**src/wsg_pkg.sv**
```systemverilog
// types and constants of the weighted stress gradient unit
// used by the controller, the datapath and the top level
package wsg_pkg;

  localparam int COORD_W = 32;
  localparam int MAG_W   = 33;
  localparam int SUM_W   = 72;
  localparam int DIST_W  = 36;
  localparam int E_W     = 37;
  localparam int WT_W    = 17;
  localparam int TGT_W   = 31;
  localparam int OUT_W   = 48;
  localparam int MUL_W   = 89;
  localparam int MPL_W   = 36;
  localparam int A_W     = 54;
  localparam int NUM_W   = 87;
  localparam int REM_W   = 52;
  localparam int Q_W     = 64;
  localparam int CNT_W   = 7;
  localparam int GS_W    = 66;
  localparam int NCOORD  = 4;
  localparam int IN_DW   = 176;
  localparam int OUT_DW  = 248;
  localparam int CFG_DW  = 31;

  localparam logic CFG_DIMS   = 1'b0;
  localparam logic CFG_THRESH = 1'b1;

  typedef enum logic [4:0] {
    ST_IDLE, ST_CHECK, ST_SQ, ST_SQ_WAIT, ST_SQRT, ST_SQRT_WAIT,
    ST_E2, ST_E2_WAIT, ST_WE2, ST_WE2_WAIT, ST_STRESS, ST_LANE,
    ST_GMUL, ST_GMUL_WAIT, ST_GDIV, ST_GDIV_WAIT, ST_GACC, ST_FINISH
  } state_t;

  typedef enum logic [2:0] {
    OP_NONE, OP_SQ, OP_SQRT, OP_E2, OP_WE2, OP_GMUL, OP_GDIV
  } op_t;

  typedef struct packed {
    op_t  start;
    logic acc_sq;
    logic latch_e;
    logic acc_stress;
    logic acc_grad;
    logic emit;
  } dp_cmd_t;

  typedef struct packed {
    logic busy;
    logic is_query;
    logic skip;
    logic last;
    logic dist_zero;
    logic lane_zero;
    logic out_busy;
  } dp_sts_t;

endpackage

```
**src/wsg_ctrl.sv**
```systemverilog
// sequencer of the weighted stress gradient unit
// depends on wsg_pkg; drives the datapath through dp_cmd_t
module wsg_ctrl #(
  parameter int LANES = 4,
  parameter int IW    = 2
) (
  input  logic              clk,
  input  logic              rst_n,
  input  logic              in_fire,
  input  wsg_pkg::dp_sts_t  sts,
  output logic              in_ready,
  output wsg_pkg::dp_cmd_t  cmd,
  output logic [IW-1:0]     lane
);

  wsg_pkg::state_t state_r, state_nxt;
  logic [IW-1:0]   lane_r, lane_nxt;
  logic            lane_end;

  assign lane     = lane_r;
  assign lane_end = (lane_r == IW'(LANES - 1));

  always_ff @(posedge clk) begin
    if (!rst_n) begin
      state_r <= wsg_pkg::ST_IDLE;
      lane_r  <= '0;
    end else begin
      state_r <= state_nxt;
      lane_r  <= lane_nxt;
    end
  end

  always_comb begin
    state_nxt = state_r;
    lane_nxt  = lane_r;
    cmd       = '0;
    cmd.start = wsg_pkg::OP_NONE;
    in_ready  = 1'b0;
    unique case (state_r)
      wsg_pkg::ST_IDLE: begin
        in_ready = 1'b1;
        if (in_fire) state_nxt = wsg_pkg::ST_CHECK;
      end
      wsg_pkg::ST_CHECK: begin
        lane_nxt = '0;
        if (sts.is_query) state_nxt = wsg_pkg::ST_IDLE;
        else if (sts.skip) state_nxt = wsg_pkg::ST_FINISH;
        else state_nxt = wsg_pkg::ST_SQ;
      end
      wsg_pkg::ST_SQ: begin
        cmd.start = wsg_pkg::OP_SQ;
        state_nxt = wsg_pkg::ST_SQ_WAIT;
      end
      wsg_pkg::ST_SQ_WAIT: begin
        if (!sts.busy) begin
          cmd.acc_sq = 1'b1;
          if (lane_end) begin
            lane_nxt  = '0;
            state_nxt = wsg_pkg::ST_SQRT;
          end else begin
            lane_nxt  = lane_r + 1'b1;
            state_nxt = wsg_pkg::ST_SQ;
          end
        end
      end
      wsg_pkg::ST_SQRT: begin
        cmd.start = wsg_pkg::OP_SQRT;
        state_nxt = wsg_pkg::ST_SQRT_WAIT;
      end
      wsg_pkg::ST_SQRT_WAIT: begin
        if (!sts.busy) begin
          cmd.latch_e = 1'b1;
          state_nxt   = wsg_pkg::ST_E2;
        end
      end
      wsg_pkg::ST_E2: begin
        cmd.start = wsg_pkg::OP_E2;
        state_nxt = wsg_pkg::ST_E2_WAIT;
      end
      wsg_pkg::ST_E2_WAIT: begin
        if (!sts.busy) state_nxt = wsg_pkg::ST_WE2;
      end
      wsg_pkg::ST_WE2: begin
        cmd.start = wsg_pkg::OP_WE2;
        state_nxt = wsg_pkg::ST_WE2_WAIT;
      end
      wsg_pkg::ST_WE2_WAIT: begin
        if (!sts.busy) state_nxt = wsg_pkg::ST_STRESS;
      end
      wsg_pkg::ST_STRESS: begin
        cmd.acc_stress = 1'b1;
        lane_nxt       = '0;
        state_nxt      = sts.dist_zero ? wsg_pkg::ST_FINISH : wsg_pkg::ST_LANE;
      end
      wsg_pkg::ST_LANE: begin
        if (!sts.lane_zero) state_nxt = wsg_pkg::ST_GMUL;
        else if (lane_end) state_nxt = wsg_pkg::ST_FINISH;
        else lane_nxt = lane_r + 1'b1;
      end
      wsg_pkg::ST_GMUL: begin
        cmd.start = wsg_pkg::OP_GMUL;
        state_nxt = wsg_pkg::ST_GMUL_WAIT;
      end
      wsg_pkg::ST_GMUL_WAIT: begin
        if (!sts.busy) state_nxt = wsg_pkg::ST_GDIV;
      end
      wsg_pkg::ST_GDIV: begin
        cmd.start = wsg_pkg::OP_GDIV;
        state_nxt = wsg_pkg::ST_GDIV_WAIT;
      end
      wsg_pkg::ST_GDIV_WAIT: begin
        if (!sts.busy) state_nxt = wsg_pkg::ST_GACC;
      end
      wsg_pkg::ST_GACC: begin
        cmd.acc_grad = 1'b1;
        if (lane_end) begin
          state_nxt = wsg_pkg::ST_FINISH;
        end else begin
          lane_nxt  = lane_r + 1'b1;
          state_nxt = wsg_pkg::ST_LANE;
        end
      end
      wsg_pkg::ST_FINISH: begin
        // a last term waits for the output register to free up
        if (!sts.last) begin
          state_nxt = wsg_pkg::ST_IDLE;
        end else if (!sts.out_busy) begin
          cmd.emit  = 1'b1;
          state_nxt = wsg_pkg::ST_IDLE;
        end
      end
      default: state_nxt = wsg_pkg::ST_IDLE;
    endcase
  end

endmodule

```
**config.mk**
```make
export PLATFORM = sky130hd
export DESIGN_NAME = wsg_ctrl
export DESIGN_NICKNAME = d
export VERILOG_FILES = /design/src/wsg_pkg.sv /design/src/wsg_ctrl.sv
export SDC_FILE = /design/constraint.sdc
export NUM_CORES = 1
export LEC_CHECK = 0
export ABC_CLOCK_PERIOD_IN_PS = 5100
export CORE_MARGIN = 5
export CORE_UTILIZATION = 24
export DETAILED_ROUTE_END_ITERATION = 8
export DONT_BUFFER_PORTS = 1
export PLACE_DENSITY_LB_ADDON = 0.1
export SKIP_CTS_REPAIR_TIMING = 1
export SYNTH_ARGS = -nofsm -noshare
export SYNTH_HDL_FRONTEND = slang
export SYNTH_SLANG_ARGS = --single-unit
```
**constraint.sdc**
```tcl
create_clock -name clk -period 5.1 [get_ports clk]
set_clock_uncertainty 0.1 [all_clocks]
set_input_delay 1.275 -clock clk [delete_from_list [all_inputs] [get_ports clk]]
set_output_delay 1.275 -clock clk [all_outputs]
set_load 0.02 [all_outputs]
```
## Word level (Yosys, flattened, before mapping)

Cells that the tools add are included.

| word-level totals | value |
|---|---|
| bits in registers | 7 |
| input bits | 10 |
| output and inout bits | 11 |
| word-level logic and storage cells | 68 |

| operators by class | value |
|---|---|
| add/subtract/negate cells | 1 |
| eq/ne operators | 28 |
| muxes and demuxes | 32 |
| reductions and logical operators | 5 |

Operators by type and width:

| kind | number |
|---|---|
| one-hot mux 5 bit (18 select lines) | 1 |
| two-way mux 5 bit | 15 |
| == test 5 x 4 -> 1 bit, second input constant | 8 |
| == test 5 x 3 -> 1 bit, second input constant | 4 |
| one-hot mux 3 bit (6 select lines) | 1 |
| != test 2 bit, second input constant | 8 |
| == test 5 x 2 -> 1 bit, second input constant | 2 |
| == test 5 bit, second input constant | 2 |
| two-way mux 1 bit | 9 |
| AND reduction 9 bit | 1 |
| two-way mux 2 bit | 4 |
| one-hot mux 2 bit (4 select lines) | 1 |
| != test 3 bit, second input constant | 2 |
| == test 5 x 1 -> 1 bit, second input constant | 1 |
| zero test 5 bit | 1 |
| nonzero test 4 bit | 1 |
| two-way mux 3 bit | 1 |
| AND reduction 3 bit | 1 |
| adder 2 x 1 -> 2 bit, second input constant | 1 |
| == test 2 bit, second input constant | 1 |
| OR reduction 2 bit | 1 |

## Logic depth before layout (Yosys ltp)

Gate-level depths: netlist (run 1).

| depth | value |
|---|---|
| word-level depth | 4 |
| depth in mapped cells | 7 |
| gate-level depth less buffers | 6 |

## Least setup slack after synthesis (run 1)

No wires, ideal clock.

| timing | value |
|---|---|
| kind | input -> output |
| from | input port sts[6] (netlist name) |
| to | output port cmd[3] (netlist name) |
| arrival time | 2.038 ns |
| required time | 3.725 ns |
| path slack | 1.687 ns |
| cell stages on the path | 1 |
| buffers on the path | 0 |
| cell sequence | nor4b_1 |

| on the way | value |
|---|---|
| longest elaborated chain between the ends | 2 |

Ends and longest elaborated chain:

| what | RTL line | text |
|---|---|---|
| start, declared | wsg_ctrl.sv:10 | `input wsg_pkg::dp_sts_t sts,` |
| two-way mux 1 bit | wsg_ctrl.sv:71 | `if (!sts.busy) begin` |
| two-way mux 1 bit | wsg_ctrl.sv:39 | `unique case (state_r)` |
| end, declared | wsg_ctrl.sv:12 | `output wsg_pkg::dp_cmd_t cmd,` |

No other way between the ends.

==> impl_metrics.ini, run 1 <==
[run_status]
status = finished clean

[layout]
antenna_cells = 0
finish.instance_area_sq_um = 802
drive_above_1_share_pct = 8.08
nets = 111
areaGrowthSynthToFinish_pct = 5.95
final_cells = 143
fin_util_pct = 26.5

[clocking]
htreeDepth = 1
cts_tree = yes
root_buffer = clkbuf_4
clkSinkCount = 7
cts_max_path_buffers = 2
numCtsBuffers = 3
clk_pin_slew_ns = 0.06
clk_latency_ns = 0.25

[worst_setup_path]
required_ns = 3.72
rrSetupSlack_ns = 2.74
worstPathArrival_ns = 2.35
worst_r2r_path_depth = 5
worstSetupPathType = register to primary output
reg2reg_to = state_r[1]
end_kind = primary output
worst_setup_path_start_kind = register
reg2reg_from = state_r[0]
path_max_fanout = 26

[grt]
grt_start_max_net_pins = 27
grt_pass1_wl_um = 3420
overflow = 0
grt_pass1_vias = 674
antenna_found_initial = 0
track_usage_pct = 10.1

[run]
cap_violations = 0

[timing]
worstMarginPinSlew_ns = 1.01
period_minus_slack_ns = 3.72
fin_ws_ns = 1.38
relSlewSlack_pct = 31.9
finalSetupViolations = 0
slew_violations = 0
setup_tns_ns = 0
fin_hold_ws_ns = 0.480
post-route-period-util_pct = 73.0
rsz0062_at_grt = false
hold_viol = 0
fmax_mhz = 268

[logic_synthesis]
synth-async-reset-ratio_pct = 0
ys.flop_type = dfxtp_1
synth_edf_count = 0
syn_inst = 104
ys_seq_area_share_pct = 18.5
avgSynthCellArea_sq_um = 7.28
yosys_warnings = 0
synth.cells.most_frequent = a21oi_1 (8), clkbuf_1 (7), dfxtp_1 (7), nor3_1 (7)
netlist-cell-type-count = 39
synth_top_area_share_pct = 18.5
synth.area.top_cells = dfxtp_1 (19%), a21oi_1 (5.3%), nor2b_1 (5.0%)
synth-seq-cells = 7
synthesis.area_sq_um = 757
synth.most_common_cell = a21oi_1
syn-num-nets = 115
synth_top_cell_by_area = dfxtp_1

[floorplan]
placementRows = 20
pin_count = 21
coreArea_sq_um = 3030
initial_core_util_pct = 25.0
dieArea_sq_um = 4380
die_w_um = 66.2
die_y_um = 66.2

[place]
gp_congestion = 0.787
dp_hpwl_um = 1540
dpl_worst_slack_ns = 1.63
port_buffers = 0
placedInstanceArea_sq_um = 776
dp.cells = 139

[min_path]
hp-start = lane[1]
hold_depth = 2
hold_path_end = lane[1]
hold_path_class = register to register

[drt]
drtPass1Iterations = 4
vias = 745
routed_wl_um = 2120
wl_per_cell_um = 14.8
drtIter0Drc = 49
postRouteAntennaNets = 0
post_drt_via_cell_ratio = 5.21
drcViolationCount = 0

[power_and_ir_drop]
cellLeakagePower_nw = 0.267
power_density_nw_per_um2 = 196
fin_total_pwr_uw = 157
ir_worst_vdd_uv = 115
final cells by class:
type                       count  area [sq um]
tap                           44          55.1
clock buffer                   4          26.3
inverter                       3          11.3
sequential                     7           140
multi-input combinational     85           569
fill                         352          2230
where the power goes:
part           internal, mW  switching (mW)  total, mW
Sequential           0.0583          0.0137     0.0720
Combinational        0.0169          0.0190     0.0359
Clock                0.0298          0.0196     0.0494
critical path, cell delays in order (launching register included):
cell and delay [ns]:
dfxtp_1 0.80, or3b_4 0.49, nor4b_1 0.80
sequential cells by signal, indices dropped and copies added (netlist names):
signal and count:
state_r 5, lane 2
cell families (layout without fill, tap and decap cells):
logic type,after synthesis,after routing,synth area share [%]
compound gates,28,28,24.5
fa+ha+maj,1,1,1.65
buf+inv,12,7,6.28
flops,7,7,18.5
mux,3,3,3.97
simple gates,53,53,45.1
cells in the final DEF (no fill, tap or decap), drive strengths merged, types with 2 or more instances in the layout:
cell | netlist | final
a21oi | 8 | 8
nor3 | 7 | 7
dfxtp | 7 | 7
nor2b | 7 | 7
nand2 | 6 | 6
nor2 | 5 | 5
o21ai | 5 | 5
nor4b | 4 | 4
clkbuf | 7 | 4
nor4 | 3 | 3
inv | 3 | 3
nand2b | 3 | 3
nand3 | 3 | 3
mux2i | 3 | 3
o2bb2ai | 3 | 3
o31ai | 3 | 3
nand3b | 2 | 2
nor4bb | 2 | 2
nand4b | 2 | 2
a31oi | 2 | 2
or3 | 2 | 2
metal layers:
layer  share of wire, %  global-route usage [%]  vias up
met5                  0                       0        -
met4                  0                   0.761        0
met3                6.5                    3.91        0
met2                 48                    15.5       16
met1                 45                    13.7      344
li1                   -                       -      385
worst max-delay path by stage:
stage          cells past startpoint        from     end  slack (ns)
6_report                           2  state_r[0]  cmd[3]        1.38
5_1_grt                            2  state_r[0]  cmd[3]        1.22
4_1_cts                            2  state_r[0]  cmd[3]        1.37
3_5_place_dp                       1      sts[6]  cmd[4]        1.63
3_3_place_gp                       1      sts[6]  cmd[4]        1.64
2_1_floorplan                      1      sts[6]  cmd[3]        1.69
(Power assumes the default switching activity.)
==> inputs of run 2 (changes only) <==
- ABC_CLOCK_PERIOD_IN_PS: 5100 -> 3400
- clock period: 5.1 -> 3.4 ns (I/O delays scaled with it)
==> run 2 against run 1 <==
  * Sequential power rose by 43%
  * Highest routed layer is now met4
  * Critical path type unchanged
  * Critical endpoint is now cmd[1]
  * Die area unchanged
  * First-iteration DRC count increased by 12%
  * Count of clock-buffer cells in the layout stayed put
==> impl_metrics.ini, run 2 (synthesis results as in run 1) <==
[timing]
relSlewSlack_pct = 51.4
worstMarginPinSlew_ns = 0.728
rsz0062_at_grt = false
fmax_mhz = 360
hold_viol = 0
post-route-period-util_pct = 81.8
setup_tns_ns = 0
fin_hold_ws_ns = 0.479
slew_violations = 0
finalSetupViolations = 0
fin_ws_ns = 0.618
period_minus_slack_ns = 2.78

[clocking]
clk_latency_ns = 0.24
numCtsBuffers = 3
clk_pin_slew_ns = 0.05
cts_tree = yes
root_buffer = clkbuf_4
cts_max_path_buffers = 2
htreeDepth = 1
clkSinkCount = 7

[drt]
vias = 784
routed_wl_um = 2090
drtPass1Iterations = 4
wl_per_cell_um = 14.0
postRouteAntennaNets = 0
post_drt_via_cell_ratio = 5.26
drcViolationCount = 0
drtIter0Drc = 55

[place]
dp_hpwl_um = 1590
dpl_worst_slack_ns = 0.887
gp_congestion = 0.750
port_buffers = 0

[worst_setup_path]
rrSetupSlack_ns = 1.24
reg2reg_to = state_r[4]
cp_cell_sequence = or4b_1 -> nor2_1
end_kind = primary output
path_max_fanout = 17
worst_r2r_path_depth = 5
critical_path_buf_inv_count = 0
crit_start = state_r[4]
reg2reg_from = state_r[4]
worstPathArrival_ns = 1.83
critPathSlowestCell = dfxtp_1
critical_path.max_stage_delay_ns = 0.64
worst_setup_path_start_kind = register
cp_top_family = simple AND/OR/NAND/NOR gates
required_ns = 2.45
worstSetupPathType = register to primary output

[floorplan]
die_w_um = 66.2
initial_core_util_pct = 25.0
die_y_um = 66.2
pin_count = 21
dieArea_sq_um = 4380
coreArea_sq_um = 3030
placementRows = 20

[power_and_ir_drop]
cellLeakagePower_nw = 0.299
fin_total_pwr_uw = 238
ir_worst_vdd_uv = 112
power_density_nw_per_um2 = 282

[layout]
top_register = state_r
final_cell_mix = a21oi_1 (8), nor3_1 (7), dfxtp_1 (7)
areaGrowthSynthToFinish_pct = 11.9
nets = 117
largest_reg_flops = 5
final_common_cell = a21oi_1
antenna_cells = 0
drive_above_1_share_pct = 13.3

[grt]
grt_start_max_net_pins = 25
grt_pass1_wl_um = 3320
track_usage_pct = 9.64
grt_pass1_vias = 691
overflow = 0
antenna_found_initial = 0

[run]
cap_violations = 0

[min_path]
hp-start = lane[1]
hold_path_end = lane[1]
hold_depth = 2
hold_path_class = register to register

[run_status]
status = finished clean
[run 2: cell types whose count changed in the layout (fill, tap and decap cells not counted)]
cell / delta
buf_4: +6
[run 2: routing by layer]
metal  up-vias  global-route usage [%]  wire length (um)
met3         4                    3.06               156
li1        401                       -                 -
met5         -                       0                 0
met4         0                    3.81                38
met1       357                    12.1               939
met2        22                    15.1               956
[run 2: worst max path at each step]
stage	endpoint	slack, ns	cells past startpoint
after floorplan	cmd[3]	0.81	3
after global placement	cmd[2]	0.90	2
after detailed placement	cmd[1]	0.89	2
after CTS	cmd[1]	0.61	2
after global routing	cmd[1]	0.52	2
final	cmd[1]	0.62	2
[run 2: final cells by class]
cell class,instances,area (sq um)
Inverter,3,11.3
Multi-Input combinational cell,85,569
Sequential cell,7,140
Clock buffer,4,26.3
Tap cell,44,55.1
Fill cell,346,2180
Timing Repair Buffer,6,45.0
[run 2: where the power goes]
group | total (mW) | internal [mW] | switching [mW]
registers | 0.103 | 0.0875 | 0.0159
logic | 0.0638 | 0.0297 | 0.0341
clock network | 0.0713 | 0.0445 | 0.0267
[run 2: worst min-delay path: stages, from the launching register on]
cell and delay [ns]:
dfxtp_1 0.38, nand2_1 0.09, mux2i_1 0.06
[run 2: per-stage QoR]
step	std cells	cell area (sq um)	utilization (%)
5_1_grt	149	847	28.0
2_1_floorplan	104	757	-
4_1_cts	149	847	28.0
6_report	149	847	28.0
3_3_place_gp	145	821	27.1
3_5_place_dp	145	821	27.1
